`src/sv/pfg_pkg.sv`:
```
// shared constants, types and helpers of the particle force generator
package pfg_pkg;

	localparam int CORDIC_STEPS = 16;
	localparam int IDX_W = $clog2(CORDIC_STEPS);

	localparam int FIELD_W = 20;
	localparam int FREQ_W  = 16;
	localparam int TIME_W  = 32;
	localparam int SEED_W  = 32;
	localparam int ANG_W   = 49;
	localparam int MAG_W   = 48;
	localparam int TRIG_W  = 18;
	localparam int ROT_W   = 20;
	localparam int MA_W    = 33;
	localparam int MB_W    = 21;
	localparam int P_W     = MA_W + MB_W;

	// angle reduction by reciprocal: quotient from the top bits, then one fix-up
	localparam int RED_LO  = 22;
	localparam int RCP_W   = 28;
	localparam int RCP_SH  = 32;
	localparam int RCP_P_W = MAG_W - RED_LO + RCP_W;
	localparam int QUO_W   = RCP_P_W - RCP_SH;
	localparam int REM_W   = 28;

	localparam logic [MAG_W-1:0] TWO_PI_Q24 = 48'd105414357;
	// floor(2^54 / two pi in q24)
	localparam logic [RCP_W-1:0] TWO_PI_RCP = 28'd170891319;
	localparam logic signed [ROT_W-1:0] TWO_PI_Q16  = 20'sd411775;
	localparam logic signed [ROT_W-1:0] PI_Q16      = 20'sd205887;
	localparam logic signed [ROT_W-1:0] HALF_PI_Q16 = 20'sd102944;
	localparam logic signed [ROT_W-1:0] CORDIC_GAIN = 20'sd39797;
	localparam logic signed [MB_W-1:0]  LCG_MUL_B   = 21'sd214013;
	localparam logic [SEED_W-1:0]       LCG_ADD     = 32'd2531011;
	localparam logic signed [MB_W-1:0]  DEG_TO_RAD  = 21'sd292818;

	localparam logic [1:0] KIND_RAND = 2'd1;
	localparam logic [1:0] KIND_SINE = 2'd2;

	localparam int OP_W = 4;
	localparam logic [OP_W-1:0] OP_NONE  = 4'd0;
	localparam logic [OP_W-1:0] OP_SEED  = 4'd1;
	localparam logic [OP_W-1:0] OP_RAND  = 4'd2;
	localparam logic [OP_W-1:0] OP_PHASE = 4'd3;
	localparam logic [OP_W-1:0] OP_SPOL  = 4'd4;
	localparam logic [OP_W-1:0] OP_SCART = 4'd5;
	localparam logic [OP_W-1:0] OP_DEG1  = 4'd6;
	localparam logic [OP_W-1:0] OP_DEG2  = 4'd7;
	localparam logic [OP_W-1:0] OP_ASC   = 4'd8;
	localparam logic [OP_W-1:0] OP_ACC   = 4'd9;
	localparam logic [OP_W-1:0] OP_RESA  = 4'd10;
	localparam logic [OP_W-1:0] OP_RESS  = 4'd11;

	localparam logic [2:0] REG_COORD = 3'd0;
	localparam logic [2:0] REG_KINDS = 3'd1;
	localparam logic [2:0] REG_MIN   = 3'd2;
	localparam logic [2:0] REG_MAX   = 3'd3;
	localparam logic [2:0] REG_FREQ  = 3'd4;

	typedef struct packed {
		logic            load_t;
		logic [OP_W-1:0] op;
		logic [1:0]      axis;
		logic [1:0]      ridx;
		logic            clr_comp;
		logic            sc_start;
		logic            cap_az;
		logic            cap_inc;
		logic            res_zero;
		logic            res_from_comp;
		logic            load_out;
	} cmd_t;

	typedef struct packed {
		logic sc_done;
		logic ang_zero;
	} sts_t;

	function automatic logic signed [ROT_W-1:0] atan_q16(input logic [4:0] idx);
		logic signed [ROT_W-1:0] v;
		unique case (idx)
			5'd0:  v = 20'sd51472;
			5'd1:  v = 20'sd30386;
			5'd2:  v = 20'sd16055;
			5'd3:  v = 20'sd8150;
			5'd4:  v = 20'sd4091;
			5'd5:  v = 20'sd2047;
			5'd6:  v = 20'sd1024;
			5'd7:  v = 20'sd512;
			5'd8:  v = 20'sd256;
			5'd9:  v = 20'sd128;
			5'd10: v = 20'sd64;
			5'd11: v = 20'sd32;
			5'd12: v = 20'sd16;
			5'd13: v = 20'sd8;
			5'd14: v = 20'sd4;
			5'd15: v = 20'sd2;
			5'd16: v = 20'sd1;
			default: v = 20'sd0;
		endcase
		return v;
	endfunction

	function automatic logic signed [FIELD_W-1:0] sat20(input logic signed [P_W-1:0] v);
		logic signed [FIELD_W-1:0] r;
		if (v > P_W'(524287))
			r = 20'sd524287;
		else if (v < -P_W'(524288))
			r = -20'sd524288;
		else
			r = FIELD_W'(v);
		return r;
	endfunction

endpackage

```
`src/sv/pfg_ctrl.sv`:
```
// controller: sequences axis work, polar conversion and the output beat
module pfg_ctrl (
	input  logic          clk,
	input  logic          arst_n,
	input  logic          in_valid,
	output logic          in_stall,
	output logic          out_valid,
	input  logic          out_stall,
	input  logic          coord_system,
	input  logic [5:0]    axis_kinds,
	output pfg_pkg::cmd_t cmd,
	input  pfg_pkg::sts_t sts
);
	import pfg_pkg::*;

	localparam logic [4:0] S_IDLE  = 5'd0;
	localparam logic [4:0] S_AXIS  = 5'd1;
	localparam logic [4:0] S_WAIT  = 5'd2;
	localparam logic [4:0] S_RAND  = 5'd3;
	localparam logic [4:0] S_SCGO  = 5'd4;
	localparam logic [4:0] S_SCWT  = 5'd5;
	localparam logic [4:0] S_SMUL  = 5'd6;
	localparam logic [4:0] S_NEXT  = 5'd7;
	localparam logic [4:0] S_CART  = 5'd8;
	localparam logic [4:0] S_POL   = 5'd9;
	localparam logic [4:0] S_AZGO  = 5'd10;
	localparam logic [4:0] S_AZWT  = 5'd11;
	localparam logic [4:0] S_INCGO = 5'd12;
	localparam logic [4:0] S_INCWT = 5'd13;
	localparam logic [4:0] S_MA1   = 5'd14;
	localparam logic [4:0] S_MR0   = 5'd15;
	localparam logic [4:0] S_MA2   = 5'd16;
	localparam logic [4:0] S_MR2   = 5'd17;
	localparam logic [4:0] S_MR1   = 5'd18;
	localparam logic [4:0] S_FIN   = 5'd19;

	logic [4:0] state_q, state_d, ret_q, ret_d;
	logic [1:0] axis_q, axis_d, kind;
	logic       out_valid_q, out_valid_d;

	always_comb begin
		state_d = state_q;
		ret_d   = ret_q;
		axis_d  = axis_q;
		cmd     = '0;
		cmd.axis = axis_q;
		kind    = axis_kinds[2*axis_q +: 2];
		unique case (state_q)
			S_IDLE: if (in_valid) begin
				cmd.load_t = 1'b1;
				axis_d     = 2'd0;
				state_d    = S_AXIS;
			end
			S_AXIS: begin
				if (kind == KIND_RAND) begin
					cmd.op = OP_SEED; ret_d = S_RAND; state_d = S_WAIT;
				end else if (kind == KIND_SINE) begin
					cmd.op = OP_PHASE; ret_d = S_SCGO; state_d = S_WAIT;
				end else begin
					cmd.clr_comp = 1'b1; state_d = S_NEXT;
				end
			end
			S_WAIT: state_d = ret_q;
			S_RAND: begin cmd.op = OP_RAND; ret_d = S_NEXT; state_d = S_WAIT; end
			S_SCGO: begin cmd.sc_start = 1'b1; state_d = S_SCWT; end
			S_SCWT: if (sts.sc_done) state_d = S_SMUL;
			S_SMUL: begin
				cmd.op  = coord_system ? OP_SPOL : OP_SCART;
				ret_d   = S_NEXT;
				state_d = S_WAIT;
			end
			S_NEXT: begin
				if (axis_q == 2'd2)
					state_d = coord_system ? S_POL : S_CART;
				else begin
					axis_d  = axis_q + 2'd1;
					state_d = S_AXIS;
				end
			end
			S_CART: begin cmd.res_from_comp = 1'b1; state_d = S_FIN; end
			S_POL: begin
				if (sts.ang_zero) begin
					cmd.res_zero = 1'b1; state_d = S_FIN;
				end else begin
					cmd.op = OP_DEG1; ret_d = S_AZGO; state_d = S_WAIT;
				end
			end
			S_AZGO: begin cmd.sc_start = 1'b1; state_d = S_AZWT; end
			S_AZWT: if (sts.sc_done) begin
				cmd.cap_az = 1'b1;
				cmd.op     = OP_DEG2;
				ret_d      = S_INCGO;
				state_d    = S_WAIT;
			end
			S_INCGO: begin cmd.sc_start = 1'b1; state_d = S_INCWT; end
			S_INCWT: if (sts.sc_done) begin
				cmd.cap_inc = 1'b1; state_d = S_MA1;
			end
			S_MA1: begin cmd.op = OP_ASC; ret_d = S_MR0; state_d = S_WAIT; end
			S_MR0: begin
				cmd.op = OP_RESA; cmd.ridx = 2'd0; ret_d = S_MA2; state_d = S_WAIT;
			end
			S_MA2: begin cmd.op = OP_ACC; ret_d = S_MR2; state_d = S_WAIT; end
			S_MR2: begin
				cmd.op = OP_RESA; cmd.ridx = 2'd2; ret_d = S_MR1; state_d = S_WAIT;
			end
			S_MR1: begin
				cmd.op = OP_RESS; cmd.ridx = 2'd1; ret_d = S_FIN; state_d = S_WAIT;
			end
			S_FIN: if (!out_valid_q || !out_stall) begin
				cmd.load_out = 1'b1; state_d = S_IDLE;
			end
			default: state_d = S_IDLE;
		endcase
		if (cmd.load_out)
			out_valid_d = 1'b1;
		else if (!out_stall)
			out_valid_d = 1'b0;
		else
			out_valid_d = out_valid_q;
	end

	always_ff @(posedge clk or negedge arst_n) begin
		if (!arst_n) begin
			state_q     <= S_IDLE;
			ret_q       <= S_IDLE;
			axis_q      <= 2'd0;
			out_valid_q <= 1'b0;
		end else begin
			state_q     <= state_d;
			ret_q       <= ret_d;
			axis_q      <= axis_d;
			out_valid_q <= out_valid_d;
		end
	end

	assign in_stall  = (state_q != S_IDLE);
	assign out_valid = out_valid_q;

	a_load_free: assert property (@(posedge clk) disable iff (!arst_n)
		cmd.load_out |-> (!out_valid_q || !out_stall))
		else $error("output register overwritten while a beat waits");
	a_done_waiting: assert property (@(posedge clk) disable iff (!arst_n)
		sts.sc_done |-> (state_q == S_SCWT || state_q == S_AZWT || state_q == S_INCWT))
		else $error("sincos finished with nobody waiting");
	a_accept_busy: assert property (@(posedge clk) disable iff (!arst_n)
		(in_valid && state_q == S_IDLE) |=> (state_q == S_AXIS))
		else $error("accepted beat did not start axis work");
	a_axis_range: assert property (@(posedge clk) disable iff (!arst_n)
		(state_q == S_AXIS) |-> (axis_q != 2'd3))
		else $error("axis counter ran past z");

endmodule

```
`config.mk`:
```
export PLATFORM = sky130hd
export DESIGN_NAME = pfg_ctrl
export DESIGN_NICKNAME = d
export VERILOG_FILES = /design/src/sv/pfg_pkg.sv /design/src/sv/pfg_ctrl.sv
export SDC_FILE = /design/constraint.sdc
export NUM_CORES = 1
export LEC_CHECK = 0
export ABC_AREA = 1
export BUFFER_PORTS_ARGS = -buffer_cell sky130_fd_sc_hd__buf_2
export CORE_MARGIN = 2
export CORE_UTILIZATION = 45
export CTS_CLUSTER_DIAMETER = 150
export DETAILED_ROUTE_END_ITERATION = 12
export PLACE_DENSITY = 0.72
export SYNTH_ARGS = -nofsm -noshare
export SYNTH_HDL_FRONTEND = slang
export SYNTH_SLANG_ARGS = --single-unit
```
`constraint.sdc`:
```
create_clock -name clk -period 1.95 [get_ports clk]
set_clock_uncertainty 0.15 [all_clocks]
set_input_delay 0.0975 -clock clk [delete_from_list [all_inputs] [get_ports clk]]
set_output_delay 0.0975 -clock clk [all_outputs]
set_load 0.05 [all_outputs]
```
; ---- After elaboration in Yosys (flattened, before gate mapping)
; Index checks and enable logic that the tools add are counted.
[totals]
output_inout_bits = 18
wordCells = 93
register_bits = 13
inputBits = 13
[op_classes]
n_mux = 42
n_addsub = 1
n_eq_ne = 31
reduce_logical = 14
shifts = 1
[ops]
columns = cell, count
row1 = $pmux W5 S14, 1
row2 = $mux W5, 11
row3 = $pmux W5 S9, 1
row4 = $eq A5 B4 Y1 const B, 8
row5 = $pmux W4 S9, 1
row6 = $eq A5 B3 Y1 const B, 4
row7 = $eq A5 B5 Y1 const B, 4
row8 = $mux W1, 18
row9 = $ne A2 B2 Y1 const B, 7
row10 = $eq A5 B2 Y1 const B, 2
row11 = $mux W3, 3
row12 = $reduce_bool A9 Y1, 1
row13 = $mux W2, 4
row14 = $pmux W2 S2, 2
row15 = $reduce_or A7 Y1, 1
row16 = $shiftx A6 B4 Y2, 1
row17 = $eq A5 B1 Y1 const B, 1
row18 = $logic_not A5 Y1, 1
row19 = $reduce_and A5 Y1, 1
row20 = $reduce_bool A5 Y1, 1
row21 = $eq A2 B2 Y1 const B, 2
row22 = $mux W4, 1
row23 = $reduce_and A4 Y1, 1
row24 = $reduce_or A2 Y1, 2
row25 = 9 further kinds, 10

; ---- Logic depth before layout (Yosys ltp)
; Gate-level depths: netlist (run 1).
[logic_depth]
depth_word = 5
depth_mapped = 12
mapped_depth_nobuf = 12

; ---- Worst setup path after synthesis (run 1)
; Ideal clock, no wire load.
[synth_timing]
path_kind = flip-flop to output port
start = register axis_q[0]
end = output port cmd[11] in the netlist's numbering
path_buffers = 0
arrival_time_ns = 2.439
required_time_ns = 1.702
slack_ns = -0.737
path_stages_with_launch = 7
path_cell_list = dfrtp_1 inv_1 or2_2 a31oi_1 inv_1 ha_1 o2111ai_1
[synth_lines]
columns = element, line_no
row1 = from (decl), pfg_ctrl.sv:38  ; logic [1:0] axis_q, axis_d, kind;
row2 = from (signal assigned), pfg_ctrl.sv:132  ; axis_q <= axis_d;
row3 = to (decl), pfg_ctrl.sv:11  ; output pfg_pkg::cmd_t cmd,

==> results of run 1 <==
==> cell usage in the layout, fill, tap and decap left out, types with 5 or more instances in the layout <==
cell and instances:
buf_2 21, buf_4 12, clkbuf_4 7, dfrtp_1 6, dfrtp_2 7, inv_1 28, inv_2 11, nand2_1 58
nand2_2 7, nand3_1 10, nand3_2 5, nand4_1 5, nor2_1 19, nor2_2 5, nor2_4 6, o21ai_1 6
==> layer usage <==
layer	GRT usage (%)	routed length [um]	vias up
li1	-	-	699
met4	8.71	91	0
met3	1.64	193	11
met5	0	0	-
met2	33.3	1460	47
met1	29.6	1450	599
==> timing repair <==
item | in CTS | in global routing
buffers inserted | 5 | 3
endpoints found under the hold margin | 14 | 1
gates cloned | 0 | 0
hold buffers | 2 | 1
pin swaps | 6 | 3
endpoints found under the setup margin | 7 | 14
resized for setup | 16 | 17
==> stage by stage <==
step                setup slack [ns]  TNS, ns  power (W)  area (sq um)
floorplan                    -0.0844   -0.433    0.00175          1270
global placement              0.0466        0    0.00207          1460
detailed placement           0.00323        0    0.00207          1460
CTS                          -0.0976   -0.162    0.00249          1590
global route                  -0.182   -0.507    0.00281          1670
finish                       -0.0976   -0.170    0.00258          1670
==> power by group through the flow <==
stage / logic [W] / registers, W / clock network (W)
2_1_floorplan: 0.00123 / 0.000515 / 0
3_3_place_gp: 0.00159 / 0.000473 / 0
3_5_place_dp: 0.00159 / 0.000474 / 0
4_1_cts: 0.00184 / 0.000481 / 0.000177
5_1_grt: 0.00212 / 0.000496 / 0.000190
6_report: 0.00193 / 0.000483 / 0.000171
==> cell families after synthesis <==
| group | count (synthesis) | share of synthesized area (%) |
|---|---|---|
| AO/OA/AOI/OAI | 15 | 7.24 |
| buffers and inverters | 42 | 13.9 |
| adder cells (fa/ha/maj) | 3 | 3.15 |
| AND/OR/NAND/NOR | 123 | 48.5 |
| flip-flops | 13 | 27.3 |
==> final cells by class <==
cell class	count	area (sq um)	area share, %
Inverter	40	150	9.00
Clock buffer	4	26.3	1.58
Multi-Input combinational cell	141	816	48.9
Tap cell	30	37.5	2.25
Timing Repair Buffer	44	304	18.2
Sequential cell	13	334	20.0
==> state kept, by name (all words and copies together) (netlist names) <==
register	cells
axis_q	2
state_q	5
ret_q	5
out_valid	1
==> final timing paths <==
path	startpoint	end	slack [ns]
worst max-delay path	state_q[2]$_DFFE_PN0P_	cmd[11]	-0.1
worst min-delay path	arst_n	out_valid$_DFFE_PN0P_	0.09
worst max register to register	axis_q[0]$_DFFE_PN0P_	ret_q[3]$_DFFE_PN0P_	0.06
worst min register to register	ret_q[4]$_DFFE_PN0P_	ret_q[4]$_DFFE_PN0P_	0.33
max in group asynchronous	arst_n	state_q[4]$_DFFE_PN0P_	1.30
min in group clk	in_valid	axis_q[0]$_DFFE_PN0P_	0.09
==> results.md, run 1 <==
- Sw frac: 54.3%
- Largest net degree at the start of global routing: 14
- Syn Area/Cell: 6.08 sq um
- Leak Pwr: 1.01 nW
- Comb power frac: 74.7%
- Worst-path clk slew: 0.08 ns
- Delay-heaviest family, CP: simple AND/OR/NAND/NOR gates
- Final Util: 66.7%
- Die width: 55.5 um
- GRT overflow: 0
- Vias: 1356
- Post-synth EDFFs: 0
- Iter 0 DRT Violations: 63
- Int Power: 0.00118 W
- Ys flop type: dfrtp_1
- Remaining antenna violation count: 0
- Flops & latches, synth: 13
- Mapped Nets: 212
- Layout fillers: 217
- CTS tree: yes
- Layout Nets: 259
- Synth area leader: dfrtp_1
- Outcome: complete, but fails checks
- Finished Layout Cells: 272
- Most common cell in the synthesized netlist: nand2_1
- CP Data Arrival Time: 1.80 ns
- Maxcap violations: 0
- Clk pwr share: 6.6%
- Worst VDD drop: 1170 uV
- Period utilisation layout: 105%
- Syn Inst Count: 196
- First-pass GRT wire length: 5.18 mm
- IO Pins: 31
- Synth warnings: 0
- Max-slew violation count: 0
- Top cells by count, synth: nand2_1, inv_1, nor2_1, dfrtp_1, nand3_1
- Share of Yosys cell area claimed by the top area cell type: 27.3%
- Worst-case clock buffer depth: 2
- Buffers plus inverters on the worst setup path: 2
- Dpl cells: 257
- Starting Density: 47.7%
- Worst Reg2Reg Path Length in Cells: 10
- Area growth, synth to finish: 39.9%
- Cells along the critical path: inv_1, nor2_1, nand3_1, or2_2, o2111ai_4, buf_6
- Pwr dens: 1550 nW/um^2
- Gr usage total: 21.1%
- Die area: 3080 sq um
- Final setup violation count: 3
- Total length of routed wires: 3.20 mm
- Drt first pass iters: 5
- CP Launch Type: register
- Number of global-route vias before repair: 1192
- Critical-path top delay cell: dfrtp_2
- Synth Cell Area: 1190 sq um
- Final hold violation count: 0
- Yosys cell types: 24
- Sequential cell area fraction in the yosys report: 27.3%
- Worst skew pair latency: 0.28 ns
- Number of port buffers: 30
- Clock sinks: 13
- Largest cells by area after synthesis: dfrtp_1, nand2_1, inv_1
- Violated checks: setup timing
- CP max FO: 6
- Die height: 55.5 um
- Setup ws final: -0.0976 ns
- Post-layout min period: 2.05 ns
- Crit path largest cell delay: 0.48 ns
- P_sw: 0.00140 W
- Initial antenna violation count: 0
- Hpwl dp: 2.49 mm
- Slew @ Worst Pin: 0.314 ns
- Reg power frac: 18.7%
- WP data required: 1.70 ns
- CORE AREA: 2500 sq um
- Critical path type: reg -> out
- RSZ-0062 raised after global routing: true
- Routability Congestion: 0.917
- ANT cells: 0
- H-tree depth: 1
- Max Fclk: 488 MHz
- Layout cells sized above 1: 40.1%
- Row cnt: 18
- Post-synth ARST share: 100%
- Total CTS buffers: 3
- Mean number of vias per cell: 4.99
- Root Driver: clkbuf_4
- CP endpoint kind: output port
- DRC viols: 0
- Worst path depth: 6
- Slew HR: 79.1%
- Hold_ws: 0.0856 ns
- Per-cell routed wire length: 11.8 um
- Worst min-delay path category: in -> async
(Power assumes the default switching activity.)
==> inputs of run 2 (changes only) <==
--- a/config.mk
+++ b/config.mk
@@ -6,7 +6,7 @@
 export NUM_CORES = 1
 export LEC_CHECK = 0
 export ABC_AREA = 1
-export BUFFER_PORTS_ARGS = -buffer_cell sky130_fd_sc_hd__buf_2
+export BUFFER_PORTS_ARGS = -buffer_cell sky130_fd_sc_hd__buf_4
 export CORE_MARGIN = 2
 export CORE_UTILIZATION = 45
 export CTS_CLUSTER_DIAMETER = 150
==> constraint.sdc (replaced) <==
create_clock -name clk -period 1.8 [get_ports clk]
set_clock_uncertainty 0.15 [all_clocks]
set_input_delay 0.09 -clock clk [delete_from_list [all_inputs] [get_ports clk]]
set_output_delay 0.09 -clock clk [all_outputs]
set_load 0.02 [all_outputs]
==> results.md, run 2 (same netlist as run 1, synthesis figures left out) <==
- CORE AREA: 2500 sq um (unchanged)
- Starting Density: 47.7% (unchanged)
- Commonest non-fill, non-tap cell in the layout: nand2_1
- Layout fillers: 173 (-20%)
- Max Fclk: 497 MHz
- CTS tree: yes
- Mean number of vias per cell: 5.27 (+5.7%)
- Outcome: complete, but fails checks
- Buffers plus inverters on the worst setup path: 2 (unchanged)
- Initial antenna violation count: 0 (unchanged)
- H-tree depth: 1 (unchanged)
- Crit path largest cell delay: 0.44 ns (-0.04 ns)
- GRT overflow: 0 (unchanged)
- Maxcap violations: 0 (unchanged)
- Violated checks: setup timing
- Total length of routed wires: 4.17 mm (+30%)
- Die width: 55.5 um (unchanged)
- Post-layout instance area: 1910 sq um (+15%)
- Slew @ Worst Pin: 0.242 ns (-0.0717 ns)
- Clock sinks: 13 (unchanged)
- Number of global-route vias before repair: 1395 (+17%)
- Largest net degree at the start of global routing: 14 (unchanged)
- IO Pins: 31 (unchanged)
- Remaining antenna violation count: 0 (unchanged)
- ANT cells: 0 (unchanged)
- Routability Congestion: 0.979 (+6.8%)
- First-pass GRT wire length: 6.32 mm (+22%)
- Hpwl dp: 2.87 mm (+15%)
- CP Launch Type: register
- Die height: 55.5 um (unchanged)
- Vias: 1513 (+12%)
- Iter 0 DRT Violations: 80 (+27%)
- Post-DP Area: 1540 sq um (+5.5%)
- Delay-heaviest family, CP: flip-flops
- Gr usage total: 25.8% (+4.8 points)
- Max-slew violation count: 0 (unchanged)
- CP max FO: 4 (-2)
- Number of port buffers: 30 (unchanged)
- Leak Pwr: 1.14 nW (+13%)
- Worst skew pair latency: 0.29 ns (about the same)
- Period utilisation layout: 112%
- Worst min-delay path category: in -> async
- RSZ-0062 raised after global routing: true
- Setup ws final: -0.213 ns (-0.115 ns)
- Pwr dens: 1590 nW/um^2 (+3.0%)
- Total CTS buffers: 3 (unchanged)
- Final setup violation count: 13 (+10)
- Post-layout min period: 2.01 ns
- Largest regs: ret_q x5, state_q x5, axis_q x2
- Worst-path clk slew: 0.09 ns (about the same)
- Die area: 3080 sq um (unchanged)
- Most frequent cells in the layout: nand2_1, buf_4, inv_1
- Layout Nets: 274 (+5.8%)
- FF/Latch Area: 333 sq um (-0.37%)
- CP Data Arrival Time: 1.77 ns (-0.03 ns)
- Area growth, synth to finish: 60.4%
- DRC viols: 0 (unchanged)
- Slew HR: 83.8% (+4.7 points)
- Per-cell routed wire length: 14.5 um (+24%)
- Critical-path top delay cell: dfrtp_2
- WP data required: 1.56 ns (-0.14 ns)
- Cells along the critical path: or2_4, a31oi_4, inv_2, ha_4, o2111ai_4, buf_6
- Worst VDD drop: 1280 uV (+9.8%)
- Worst-case clock buffer depth: 2 (unchanged)
- Drt first pass iters: 4 (-1)
- Dpl ws: -0.0568 ns (-0.0600 ns)
- Critical path type: reg -> out
- Setup TNS: -1.57 ns (-1.40 ns)
- Root Driver: clkbuf_4
- Multi-input logic area: 895 sq um (+9.7%)
- CP endpoint kind: output port
- Final hold violation count: 0 (unchanged)
- Layout cells sized above 1: 46.7% (+6.6 points)
- Row cnt: 18 (unchanged)
==> run 2: worst paths after layout <==
path / start / to / slack, ns / depth (start not counted)
min in group clk: coord_system / state_q[0]$_DFFE_PN0P_ / 0.05 / 5
max reg2reg: state_q[2]$_DFFE_PN0P_ / ret_q[0]$_DFFE_PN0P_ / -0.16 / 11
min: arst_n / state_q[2]$_DFFE_PN0P_ / 0.03 / 2
max: axis_q[0]$_DFFE_PN0P_ / cmd[11] / -0.21 / 6
max in group asynchronous: arst_n / state_q[0]$_DFFE_PN0P_ / 1.28 / 2
min reg2reg: ret_q[4]$_DFFE_PN0P_ / ret_q[4]$_DFFE_PN0P_ / 0.33 / 2
==> run 2: metrics by stage <==
stage          utilization (%)  std cells  total power, W  hold slack [ns]
5_1_grt                   76.5        287         0.00325           0.0407
6_report                  76.5        287         0.00305           0.0350
3_5_place_dp              61.7        259         0.00217           -0.202
2_1_floorplan                -        196         0.00167           -0.356
3_3_place_gp              61.7        259         0.00211           -0.205
4_1_cts                   69.7        277         0.00271           0.0253
==> run 2: metal layers <==
layer	global-route usage, %	up-vias	part of all wire, %
met5	0	-	0
met4	13.9	0	3.3
met3	2.34	15	6.0
met2	42.0	76	49
met1	33.7	700	42
li1	-	722	-
==> run 2: power breakdown <==
group | internal (W) | leakage, nW | switching, W
Combinational | 0.00103 | 0.963 | 0.00130
Sequential | 0.000402 | 0.162 | 0.000125
Clock | 0.0000863 | 0.0150 | 0.000107
==> run 2: timing repair <==
item,4_1_cts,5_1_grt
pin swaps,11,10
hold endpoints to repair,15,0
gates resized for setup,20,26
hold buffers,3,0
setup endpoints to repair,11,20
setup buffers,11,11
==> run 2: cell type report <==
cell class              count  area share [%]
repair buffers             59            24.5
inverters                  40            7.98
well taps                  30            1.96
flip-flops and latches     13            17.4
multi-input cells         141            46.8
clock buffers               4            1.37
