`config.mk`:
```
export PLATFORM = sky130hd
export DESIGN_NAME = pfg_datapath
export DESIGN_NICKNAME = d
export VERILOG_FILES = /design/src/sv/pfg_pkg.sv /design/src/sv/pfg_sincos.sv /design/src/sv/pfg_datapath.sv
export SDC_FILE = /design/constraint.sdc
export NUM_CORES = 2
export LEC_CHECK = 0
export BUFFER_PORTS_ARGS = -buffer_cell sky130_fd_sc_hd__buf_2
export CAP_MARGIN = 20
export CELL_PAD_IN_SITES_DETAIL_PLACEMENT = 1
export CELL_PAD_IN_SITES_GLOBAL_PLACEMENT = 1
export CORE_AREA = 3 3 443 445
export CTS_BUF_LIST = sky130_fd_sc_hd__clkbuf_16
export CTS_CLUSTER_DIAMETER = 120
export DETAILED_ROUTE_END_ITERATION = 16
export DIE_AREA = 0 0 446 448
export PLACE_DENSITY_LB_ADDON = 0.1
export SYNTH_ARGS = -nofsm -noshare
export SYNTH_HDL_FRONTEND = slang
export SYNTH_SLANG_ARGS = --single-unit
```
`constraint.sdc`:
```
create_clock -name clk -period 14.2 [get_ports clk]
set_clock_uncertainty 0.1 [all_clocks]
set_input_delay 1.42 -clock clk [delete_from_list [all_inputs] [get_ports clk]]
set_output_delay 1.42 -clock clk [all_outputs]
set_load 0.01 [all_outputs]
```
`src/sv/pfg_pkg.sv`:
```
// shared constants, types and helpers of the particle force generator
package pfg_pkg;

	localparam int CORDIC_STEPS = 16;
	localparam int IDX_W = $clog2(CORDIC_STEPS);

	localparam int FIELD_W = 20;
	localparam int FREQ_W  = 16;
	localparam int TIME_W  = 32;
	localparam int SEED_W  = 32;
	localparam int ANG_W   = 49;
	localparam int MAG_W   = 48;
	localparam int TRIG_W  = 18;
	localparam int ROT_W   = 20;
	localparam int MA_W    = 33;
	localparam int MB_W    = 21;
	localparam int P_W     = MA_W + MB_W;

	// angle reduction by reciprocal: quotient from the top bits, then one fix-up
	localparam int RED_LO  = 22;
	localparam int RCP_W   = 28;
	localparam int RCP_SH  = 32;
	localparam int RCP_P_W = MAG_W - RED_LO + RCP_W;
	localparam int QUO_W   = RCP_P_W - RCP_SH;
	localparam int REM_W   = 28;

	localparam logic [MAG_W-1:0] TWO_PI_Q24 = 48'd105414357;
	// floor(2^54 / two pi in q24)
	localparam logic [RCP_W-1:0] TWO_PI_RCP = 28'd170891319;
	localparam logic signed [ROT_W-1:0] TWO_PI_Q16  = 20'sd411775;
	localparam logic signed [ROT_W-1:0] PI_Q16      = 20'sd205887;
	localparam logic signed [ROT_W-1:0] HALF_PI_Q16 = 20'sd102944;
	localparam logic signed [ROT_W-1:0] CORDIC_GAIN = 20'sd39797;
	localparam logic signed [MB_W-1:0]  LCG_MUL_B   = 21'sd214013;
	localparam logic [SEED_W-1:0]       LCG_ADD     = 32'd2531011;
	localparam logic signed [MB_W-1:0]  DEG_TO_RAD  = 21'sd292818;

	localparam logic [1:0] KIND_RAND = 2'd1;
	localparam logic [1:0] KIND_SINE = 2'd2;

	localparam int OP_W = 4;
	localparam logic [OP_W-1:0] OP_NONE  = 4'd0;
	localparam logic [OP_W-1:0] OP_SEED  = 4'd1;
	localparam logic [OP_W-1:0] OP_RAND  = 4'd2;
	localparam logic [OP_W-1:0] OP_PHASE = 4'd3;
	localparam logic [OP_W-1:0] OP_SPOL  = 4'd4;
	localparam logic [OP_W-1:0] OP_SCART = 4'd5;
	localparam logic [OP_W-1:0] OP_DEG1  = 4'd6;
	localparam logic [OP_W-1:0] OP_DEG2  = 4'd7;
	localparam logic [OP_W-1:0] OP_ASC   = 4'd8;
	localparam logic [OP_W-1:0] OP_ACC   = 4'd9;
	localparam logic [OP_W-1:0] OP_RESA  = 4'd10;
	localparam logic [OP_W-1:0] OP_RESS  = 4'd11;

	localparam logic [2:0] REG_COORD = 3'd0;
	localparam logic [2:0] REG_KINDS = 3'd1;
	localparam logic [2:0] REG_MIN   = 3'd2;
	localparam logic [2:0] REG_MAX   = 3'd3;
	localparam logic [2:0] REG_FREQ  = 3'd4;

	typedef struct packed {
		logic            load_t;
		logic [OP_W-1:0] op;
		logic [1:0]      axis;
		logic [1:0]      ridx;
		logic            clr_comp;
		logic            sc_start;
		logic            cap_az;
		logic            cap_inc;
		logic            res_zero;
		logic            res_from_comp;
		logic            load_out;
	} cmd_t;

	typedef struct packed {
		logic sc_done;
		logic ang_zero;
	} sts_t;

	function automatic logic signed [ROT_W-1:0] atan_q16(input logic [4:0] idx);
		logic signed [ROT_W-1:0] v;
		unique case (idx)
			5'd0:  v = 20'sd51472;
			5'd1:  v = 20'sd30386;
			5'd2:  v = 20'sd16055;
			5'd3:  v = 20'sd8150;
			5'd4:  v = 20'sd4091;
			5'd5:  v = 20'sd2047;
			5'd6:  v = 20'sd1024;
			5'd7:  v = 20'sd512;
			5'd8:  v = 20'sd256;
			5'd9:  v = 20'sd128;
			5'd10: v = 20'sd64;
			5'd11: v = 20'sd32;
			5'd12: v = 20'sd16;
			5'd13: v = 20'sd8;
			5'd14: v = 20'sd4;
			5'd15: v = 20'sd2;
			5'd16: v = 20'sd1;
			default: v = 20'sd0;
		endcase
		return v;
	endfunction

	function automatic logic signed [FIELD_W-1:0] sat20(input logic signed [P_W-1:0] v);
		logic signed [FIELD_W-1:0] r;
		if (v > P_W'(524287))
			r = 20'sd524287;
		else if (v < -P_W'(524288))
			r = -20'sd524288;
		else
			r = FIELD_W'(v);
		return r;
	endfunction

endpackage

```
`src/sv/pfg_sincos.sv`:
```
// iterative sine and cosine: modulo 2*pi reduction, quadrant fold, cordic rotation
module pfg_sincos (
	input  logic                                 clk,
	input  logic                                 arst_n,
	input  logic                                 start,
	input  logic signed [pfg_pkg::ANG_W-1:0]     ang,
	output logic                                 done,
	output logic signed [pfg_pkg::TRIG_W-1:0]    sin_val,
	output logic signed [pfg_pkg::TRIG_W-1:0]    cos_val
);
	import pfg_pkg::*;

	localparam logic [2:0] SC_IDLE = 3'd0;
	localparam logic [2:0] SC_QUO  = 3'd1;
	localparam logic [2:0] SC_SUB  = 3'd2;
	localparam logic [2:0] SC_FIX  = 3'd3;
	localparam logic [2:0] SC_FOLD = 3'd4;
	localparam logic [2:0] SC_ROT  = 3'd5;

	logic [2:0]              st_q;
	logic                    neg_q, flip_q, done_q;
	logic [MAG_W-1:0]        rem_q;
	logic [QUO_W-1:0]        quo_q;
	logic [IDX_W-1:0]        i_q;
	logic signed [ROT_W-1:0] r_q, x_q, y_q;
	logic signed [TRIG_W-1:0] sin_q, cos_q;

	logic [RCP_P_W-1:0]      rcp_p;
	logic [REM_W-1:0]        qc_p, sub_d;
	logic [26:0]             rr;
	logic signed [ROT_W-1:0] r16, xs, ys, at, nx, ny, fx, fy;
	logic                    fl;

	function automatic logic signed [TRIG_W-1:0] clamp_unit(input logic signed [ROT_W-1:0] v);
		logic signed [TRIG_W-1:0] r;
		if (v > 20'sd65536)
			r = 18'sd65536;
		else if (v < -20'sd65536)
			r = -18'sd65536;
		else
			r = TRIG_W'(v);
		return r;
	endfunction

	always_comb begin
		// quotient estimate is low by at most one
		rcp_p = RCP_P_W'(rem_q[MAG_W-1:RED_LO]) * RCP_P_W'(TWO_PI_RCP);
		qc_p  = REM_W'(quo_q) * REM_W'(TWO_PI_Q24);
		sub_d = rem_q[REM_W-1:0] - qc_p;
		rr = rem_q[26:0];
		if (neg_q && rr != 27'd0)
			rr = 27'(TWO_PI_Q24) - rr;
		r16 = ROT_W'({1'b0, rr[26:8]});
		fl = 1'b0;
		if (r16 >= PI_Q16)
			r16 = r16 - TWO_PI_Q16;
		if (r16 > HALF_PI_Q16) begin
			r16 = r16 - PI_Q16;
			fl = 1'b1;
		end else if (r16 < -HALF_PI_Q16) begin
			r16 = r16 + PI_Q16;
			fl = 1'b1;
		end
		xs = x_q >>> i_q;
		ys = y_q >>> i_q;
		at = atan_q16(5'(i_q));
		if (r_q >= 0) begin
			nx = x_q - ys;
			ny = y_q + xs;
		end else begin
			nx = x_q + ys;
			ny = y_q - xs;
		end
		fx = flip_q ? -nx : nx;
		fy = flip_q ? -ny : ny;
	end

	always_ff @(posedge clk or negedge arst_n) begin
		if (!arst_n) begin
			st_q   <= SC_IDLE;
			done_q <= 1'b0;
		end else begin
			done_q <= 1'b0;
			unique case (st_q)
				SC_IDLE: if (start) st_q <= SC_QUO;
				SC_QUO:  st_q <= SC_SUB;
				SC_SUB:  st_q <= SC_FIX;
				SC_FIX:  st_q <= SC_FOLD;
				SC_FOLD: st_q <= SC_ROT;
				SC_ROT: begin
					if (i_q == IDX_W'(CORDIC_STEPS - 1)) begin
						st_q   <= SC_IDLE;
						done_q <= 1'b1;
					end
				end
				default: st_q <= SC_IDLE;
			endcase
		end
	end

	always_ff @(posedge clk) begin
		unique case (st_q)
			SC_IDLE: begin
				neg_q <= ang[ANG_W-1];
				rem_q <= ang[ANG_W-1] ? MAG_W'(-ang) : MAG_W'(ang);
			end
			SC_QUO: quo_q <= rcp_p[RCP_P_W-1:RCP_SH];
			SC_SUB: rem_q <= MAG_W'(sub_d);
			SC_FIX: begin
				if (rem_q >= TWO_PI_Q24)
					rem_q <= rem_q - TWO_PI_Q24;
			end
			SC_FOLD: begin
				r_q    <= r16;
				flip_q <= fl;
				x_q    <= CORDIC_GAIN;
				y_q    <= '0;
				i_q    <= '0;
			end
			SC_ROT: begin
				x_q <= nx;
				y_q <= ny;
				r_q <= (r_q >= 0) ? r_q - at : r_q + at;
				i_q <= i_q + IDX_W'(1);
				if (i_q == IDX_W'(CORDIC_STEPS - 1)) begin
					sin_q <= clamp_unit(fy);
					cos_q <= clamp_unit(fx);
				end
			end
			default: ;
		endcase
	end

	assign done    = done_q;
	assign sin_val = sin_q;
	assign cos_val = cos_q;

endmodule

```
`src/sv/pfg_datapath.sv`:
```
// datapath: shared multiplier, seed, components, angles, results and output register
module pfg_datapath (
	input  logic                                clk,
	input  logic                                arst_n,
	input  pfg_pkg::cmd_t                       cmd,
	output pfg_pkg::sts_t                       sts,
	input  logic [pfg_pkg::TIME_W-1:0]          time_now,
	input  logic [59:0]                         min_values,
	input  logic [59:0]                         max_values,
	input  logic [47:0]                         freq_values,
	output logic signed [pfg_pkg::FIELD_W-1:0]  force_x,
	output logic signed [pfg_pkg::FIELD_W-1:0]  force_y,
	output logic signed [pfg_pkg::FIELD_W-1:0]  force_z
);
	import pfg_pkg::*;

	logic [TIME_W-1:0]        t_q;
	logic [SEED_W-1:0]        seed_q;
	logic signed [FIELD_W-1:0] comp_q [3];
	logic signed [FIELD_W-1:0] res_q [3];
	logic signed [FIELD_W-1:0] out_q [3];
	logic signed [TRIG_W-1:0] sa_q, ca_q, si_q, ci_q, a_q;
	logic signed [ANG_W-1:0]  ang_q;

	logic signed [P_W-1:0]    p_s1;
	logic [OP_W-1:0]          op_s1;
	logic [1:0]               axis_s1, ridx_s1;

	logic signed [FIELD_W-1:0] mn, mx, mn_a;
	logic signed [FREQ_W-1:0]  fr;
	logic signed [FIELD_W:0]   diff;
	logic signed [MA_W-1:0]    ma;
	logic signed [MB_W-1:0]    mb;
	logic signed [P_W-1:0]     rnd, trn;
	logic                      sc_done;
	logic signed [TRIG_W-1:0]  sc_sin, sc_cos, sabs;

	pfg_sincos u_sincos (
		.clk     (clk),
		.arst_n  (arst_n),
		.start   (cmd.sc_start),
		.ang     (ang_q),
		.done    (sc_done),
		.sin_val (sc_sin),
		.cos_val (sc_cos)
	);

	// operand selection for the shared multiplier
	always_comb begin
		mn   = min_values[FIELD_W*cmd.axis +: FIELD_W];
		mx   = max_values[FIELD_W*cmd.axis +: FIELD_W];
		fr   = freq_values[FREQ_W*cmd.axis +: FREQ_W];
		diff = (FIELD_W+1)'(mx) - (FIELD_W+1)'(mn);
		sabs = sc_sin[TRIG_W-1] ? -sc_sin : sc_sin;
		ma   = '0;
		mb   = '0;
		unique case (cmd.op)
			OP_SEED:  begin ma = MA_W'({1'b0, seed_q}); mb = LCG_MUL_B; end
			OP_RAND:  begin ma = MA_W'(diff); mb = MB_W'({1'b0, seed_q[31:16]}); end
			OP_PHASE: begin ma = MA_W'({1'b0, t_q}); mb = MB_W'(fr); end
			OP_SPOL:  begin ma = MA_W'(diff); mb = MB_W'(sabs); end
			OP_SCART: begin ma = MA_W'(sc_sin); mb = MB_W'(mn); end
			OP_DEG1:  begin ma = MA_W'(comp_q[1]); mb = DEG_TO_RAD; end
			OP_DEG2:  begin ma = MA_W'(comp_q[2]); mb = DEG_TO_RAD; end
			OP_ASC:   begin ma = MA_W'(sa_q); mb = MB_W'(ci_q); end
			OP_ACC:   begin ma = MA_W'(ca_q); mb = MB_W'(ci_q); end
			OP_RESA:  begin ma = MA_W'(a_q); mb = MB_W'(comp_q[0]); end
			OP_RESS:  begin ma = MA_W'(si_q); mb = MB_W'(comp_q[0]); end
			default:  begin ma = '0; mb = '0; end
		endcase
		mn_a = min_values[FIELD_W*axis_s1 +: FIELD_W];
		rnd  = (p_s1 + P_W'(32768)) >>> 16;
		trn  = p_s1 >>> 16;
	end

	always_ff @(posedge clk or negedge arst_n) begin
		if (!arst_n) begin
			seed_q <= '0;
		end else if (op_s1 == OP_SEED) begin
			seed_q <= p_s1[SEED_W-1:0] + LCG_ADD;
		end
	end

	always_ff @(posedge clk or negedge arst_n) begin
		if (!arst_n)
			op_s1 <= OP_NONE;
		else
			op_s1 <= cmd.op;
	end

	always_ff @(posedge clk) begin
		p_s1    <= ma * mb;
		axis_s1 <= cmd.axis;
		ridx_s1 <= cmd.ridx;
		if (cmd.load_t)
			t_q <= time_now;
		if (cmd.clr_comp)
			comp_q[cmd.axis] <= '0;
		if (cmd.cap_az) begin
			sa_q <= sc_sin;
			ca_q <= sc_cos;
		end
		if (cmd.cap_inc) begin
			si_q <= sc_sin;
			ci_q <= sc_cos;
		end
		if (cmd.res_zero) begin
			for (int i = 0; i < 3; i++)
				res_q[i] <= '0;
		end
		if (cmd.res_from_comp) begin
			for (int i = 0; i < 3; i++)
				res_q[i] <= comp_q[i];
		end
		if (cmd.load_out) begin
			for (int i = 0; i < 3; i++)
				out_q[i] <= res_q[i];
		end
		unique case (op_s1)
			OP_RAND:  comp_q[axis_s1] <= sat20(trn + P_W'(mn_a));
			OP_PHASE: ang_q <= p_s1[ANG_W-1:0];
			OP_SPOL:  comp_q[axis_s1] <= sat20(rnd + P_W'(mn_a));
			OP_SCART: comp_q[axis_s1] <= sat20(rnd);
			OP_DEG1, OP_DEG2: ang_q <= ANG_W'(p_s1 >>> 8);
			OP_ASC, OP_ACC:   a_q <= TRIG_W'(rnd);
			OP_RESA, OP_RESS: res_q[ridx_s1] <= sat20(rnd);
			default: ;
		endcase
	end

	assign sts.sc_done  = sc_done;
	assign sts.ang_zero = (comp_q[1] == '0) && (comp_q[2] == '0);
	assign force_x = out_q[0];
	assign force_y = out_q[1];
	assign force_z = out_q[2];

endmodule

```
[Word-level counts from Yosys, hierarchy flattened]
Memories as Yosys holds them, arrays and structs flattened. A register that Yosys moved wholly into a read port is not among the register bits.
Index checks and enable logic that the tools add are counted.
Operators by class
  equality and inequality tests: 31
  bitwise gates (word level): 5
  add/sub/neg operators: 22
  multipliers: 5
  order comparisons: 15
  muxes and demuxes: 60
  shift-type cells: 6
  reduce and logical (&&, ||, !) cells: 21
Operators with widths (count)
  two-way mux 20 bit: 23
  case mux 33 bit (10 select lines): 1
  indexed part select 60 x 8 -> 20 bit: 3
  case mux 21 bit (8 select lines): 1
  case mux 48 bit (3 select lines): 1
  case mux 20 bit (2 select lines): 3
  case mux 49 bit (2 select lines): 1
  two-way mux 48 bit: 2
  adder 38 x 20 -> 39 bit: 2
  > comparator 39 x 20 -> 1 bit (second input constant): 2
  < comparator 39 x 20 -> 1 bit (second input constant): 2
  adder 20 bit: 3
  > comparator 20 x 18 -> 1 bit (second input constant): 3
  subtractor 20 bit: 3
  adder 54 x 17 -> 54 bit (second input constant): 1
  multiplier 26 x 28 -> 54 bit (second input constant): 1
  multiplier 33 x 21 -> 54 bit: 1
  two-way mux 18 bit: 3
  greater-or-equal comparator 48 x 27 -> 1 bit (second input constant): 1
  negator 48 bit: 1
  indexed part select 48 x 7 -> 16 bit: 1
  subtractor 48 x 27 -> 48 bit (second input constant): 1
  zero test 20 bit: 2
  < comparator 20 x 17 -> 1 bit (second input constant): 2
  other kinds (41): 101
Word-level totals
  register bits: 441
  memory bits (read-only): 256
  input port bits: 218
  output and inout bits: 62
  memories: 4
  logic and storage cells: 195
  bits in writable memories: 180
Memory list
  (name not given): words 16, bits a word 16, read ports 1, clocked after memory_dff 1, wr ports 0, line pfg_pkg.sv:82  | unique case (idx)
  comp_q: words 3, bits a word 20, read ports 3, clocked after memory_dff 0, wr ports 2, line pfg_datapath.sv:19  | logic signed [FIELD_W-1:0] comp_q [3];
  out_q: words 3, bits a word 20, read ports 3, clocked after memory_dff 0, wr ports 3, line pfg_datapath.sv:21  | logic signed [FIELD_W-1:0] out_q [3];
  res_q: words 3, bits a word 20, read ports 3, clocked after memory_dff 0, wr ports 4, line pfg_datapath.sv:20  | logic signed [FIELD_W-1:0] res_q [3];

[Depth between registers and ports, before layout]
  depth after elaboration: 9
  gate-level depth with buffers: 54
  mapped depth without buffers: 49

[By module]
Synthesis repeated with hierarchy kept, for this count alone.
Second synthesis, totals
  cell total of the unflattened synthesis: 9580
  area, all modules: 88666.3 um^2
Modules (own cells, without submodules)
  pfg_datapath: instances 1, cells each 5573, seq. area each 12602.1 um^2, area an instance 51458.1 um^2
  pfg_sincos: instances 1, cells each 4007, seq. area each 5585.4 um^2, area an instance 37208.2 um^2

[Least setup slack after synthesis]
OpenSTA, ideal clock, no wires.
  path type: input to register
  start: input port cmd[9] (netlist name)
  end: register p_s1[53]
  library setup time: 92 ps
  path buffers: 6
  stages on the path: 50
  arrival time: 13263 ps
  required time: 14008 ps
  setup slack: 745 ps
  cells stage by stage: clkbuf_1 > clkbuf_1 > clkbuf_1 > buf_1 > mux2i_1 > nor2_1 > a21oi_1 > ha_1 > fa_1 > nor2b_1 > o21ai_0 > a21boi_0 > o21ai_0 > a21boi_0 > o21ai_0 > a21boi_0 > o21ai_0 > a21boi_0 > [14 not listed] > fa_1 > inv_1 > fa_1 > inv_1 > fa_1 > inv_1 > ha_1 > a21o_1 > a21oi_1 > o21ai_0 > o21ba_2 > o311a_1 > o21ai_0 > a21boi_0 > o41ai_1 > nand2b_1 > nor4b_1 > nor4_1
Between the ends
  longest elaborated chain between the ends: 5
  elaborated cells between the ends (all ways): 8
  those cells by class: 1 x add/sub; 2 x mul; 3 x shift; 2 x mux
Ends and longest elaborated chain
  from (decl): line pfg_datapath.sv:5  | input pfg_pkg::cmd_t cmd,
  multiplier 3 x 2 -> 5 bit: line pfg_datapath.sv:50, pfg_datapath.sv:51
  indexed part select 60 x 8 -> 20 bit (on tied branches): line pfg_datapath.sv:51, pfg_datapath.sv:50
  subtractor 20 x 20 -> 21 bit: line pfg_datapath.sv:53  | diff = (FIELD_W+1)'(mx) - (FIELD_W+1)'(mn);
  case mux 33 bit (10 select lines): line pfg_datapath.sv:57  | unique case (cmd.op)
  multiplier 33 x 21 -> 54 bit (*): line pfg_datapath.sv:92  | p_s1 <= ma * mb;
  to (signal assigned): line pfg_datapath.sv:92
  to (decl): line pfg_datapath.sv:25  | logic signed [P_W-1:0] p_s1;
Every way passes the cells marked *; elsewhere a longest branch is shown, timed or not.
A chain may end at the register's enable or synchronous reset.

[Worst setup path in the final report]
Ends and elaborated chain as after synthesis.

==> flow_summary.ini <==
[worst_setup_path]
crit_fanout = 16
crit_path_start_kind = input port
cp_common_cell = fa_1
reg2reg_to = p_s1[53]
reg2reg_slack_ns = 3.48
worstPathArrival_ns = 13.99
reg2reg_from = u_sincos.sin_val[4]
cp_slowest_cell = o31ai_1
critPathMaxStageDelay_ns = 0.61
cp_data_required_time_ns = 14.71
worst-r2r-cell-count = 35
end_kind = flip-flop
path_class = input port to flip-flop

[synth]
synthTopCellsByArea = fa_1 (26%), edfxtp_1 (18%), ha_1 (11%)
yosysUniqueCellTypes = 118
synth_nets = 11400
synth_top_area_share_pct = 26.0
synthSimpleGateAreaFrac_pct = 13.2
seq_area_frac_synth_pct = 21.0
synthTopCellsByCount = inv_1 (1637), fa_1 (1122), nand2_1 (977)
syn_area_per_cell_um2 = 9.31
synth_flop_cell = edfxtp_1
synthMuxAreaShare_pct = 2.74
synthArstFlopShare_pct = 6.28
synth_top_family_by_area = adder cells
synth_edf_count = 523
synthesis.instances = 9284
yosys.cell_count.top_type = inv_1
synth_warnings = 0
synth_seq_cells = 637
synth_compound_area_share_pct = 11.7
yosysTopAreaCell = fa_1
yosys.area_share.adder_pct = 37.1
synth_xor_area_share_pct = 5.47
syn_area_um2 = 86500

[clocking]
cts_tree = done
clk_latency_ns = 0.72
numCtsBuffers = 81
cts.sinks = 637
post_cts_buffers = 0
clkTransAtPathRegs_ns = 0.06
hold_buffers = 0
htreeDepth = 3
clock_path_buffers = 3
cts_resized = 0
clock_tree.root_cell = clkbuf_16

[drt]
num_vias = 69300
viasPerCell = 5.74
first_iter_violations = 5221
wl_per_cell_um = 26.6
drtPass1Iterations = 6
ant_nets = 0
wirelength_um = 321000
drc = 0

[sta]
tns_ns = 0
slew_violations = 0
fin_crit_ns = 13.48
slew_headroom_pct = 21.2
setup_viol = 0
worst_slack_ns = 0.719
post-route-period-util_pct = 94.9
worstMarginPinSlew_ns = 1.17
fmax_mhz = 74.2
rsz0062_at_grt = no
hold_viol_final = 0

[min_path]
min_from = res_q[0][0]
min_to = out_q[0][0]
whs_path_depth = 0
hold_path.class = flip-flop to flip-flop

[die]
die_w_um = 446
core_area_um2 = 193000
io_pins = 280
start_util_pct = 44.9
die_height_um = 448
die_area_um2 = 200000
rows = 161

[global_routing]
grt_max_degree = 66
antenna_found_initial = 13
first_global_vias = 75400
grt.overflow.total = 0
grt_pass1_wl_um = 484000
grt_usage_pct = 32.3

[outcome]
status = finished clean

[run]
cap_violations = 0

[place]
dpl.hpwl_um = 267000
dp_worst_setup_slack_ns = 0.143
gp_congestion = 0.967
io_buffers = 279
place_area_um2 = 91300

[layout]
seqCellArea_um2 = 18200
multi_input_area_um2 = 61000
final_area_um2 = 94100
layout-drive-gt1-share_pct = 8.41
fin_nets = 11600
fillCellCount = 22000
syn2layout_area_growth_pct = 8.81
==> stage by stage <==
step                      hold WS, ns  util, %  instances
after global placement          0.303     47.4      11900
final                           0.311     48.8      12100
after detailed placement        0.306     47.4      11900
after floorplan                 0.300        -       9284
after global routing            0.312     48.8      12100
after CTS                       0.307     48.8      12100
==> registers in the layout (all words and copies together), names as in the netlist, 4 cells and up <==
| register | cells |
|---|---|
| u_sincos.sin_val | 18 |
| ci_q | 18 |
| u_sincos.y_q | 20 |
| p_s1 | 54 |
| u_sincos.x_q | 20 |
| out_q | 60 |
| sa_q | 18 |
| ang_q | 49 |
| t_q | 32 |
| u_sincos.quo_q | 22 |
| res_q | 60 |
| si_q | 18 |
| u_sincos.at | 16 |
| u_sincos.i_q | 4 |
| op_s1 | 4 |
| comp_q | 60 |
| a_q | 18 |
| u_sincos.r_q | 20 |
| seed_q | 32 |
| u_sincos.rem_q | 48 |
| ca_q | 18 |
| u_sincos.cos_val | 18 |
==> critical path: cells and delay by family <==
family                     cells  cell delay (ns)
AOI/OAI and AO/OA             22             5.39
adders and majority gates     10             4.43
buffers and inverters          9             1.39
and+or+nand+nor                6             1.04
muxes                          1             0.27
==> worst max-delay path by stage <==
stage	cells past startpoint	from	to
after floorplan	50	cmd[9]	p_s1[53]
after global placement	50	cmd[9]	p_s1[52]
after detailed placement	50	cmd[9]	p_s1[52]
after CTS	48	cmd[9]	p_s1[53]
after global routing	50	cmd[9]	p_s1[52]
final	48	cmd[9]	p_s1[53]
==> metal layers <==
layer,vias to the layer above,share of wire (%),routed length (um),track usage [%]
li1,31000,-,-,-
met3,513,5.5,17700,3.97
met5,-,0.0087,28,0
met1,35800,42,135000,42.5
met2,2013,47,152000,53.8
met4,4,5.1,16400,14.0
==> cells in the final DEF (no fill, tap or decap), types with 87 or more instances in the layout <==
master,n
ha_1,769
inv_1,1646
xor2_1,205
nand3_1,176
mux2i_1,151
clkbuf_16,87
buf_4,180
and2_1,118
a21oi_1,319
fa_1,1122
edfxtp_1,523
buf_2,278
a21o_1,112
xnor2_1,326
o21ai_0,441
nor3_1,114
nand2_1,977
nor2_1,622
==> kinds of logic (layout without fill, tap and decap cells) <==
group | count (synthesis) | count (layout)
xor+xnor | 536 | 536
mux | 202 | 202
fa+ha+maj | 1891 | 1891
compound gates | 1548 | 1548
other cells | 0 | 3
simple gates | 2482 | 2482
flops | 637 | 637
buf+inv | 1988 | 2255
==> layout make-up <==
type / count / area share [%]
tap: 2526 / 3.36
timing repair buffer: 463 / 2.99
multi-input combinational: 6659 / 64.8
inverter: 1642 / 6.55
clock buffer: 87 / 2.31
antenna: 3 / 0.00798
clock inverter: 63 / 0.597
sequential: 637 / 19.3
Power is left out: the tool's default activity adds up to more than one toggle a clock period on the data nets, which glitch-free logic cannot reach.
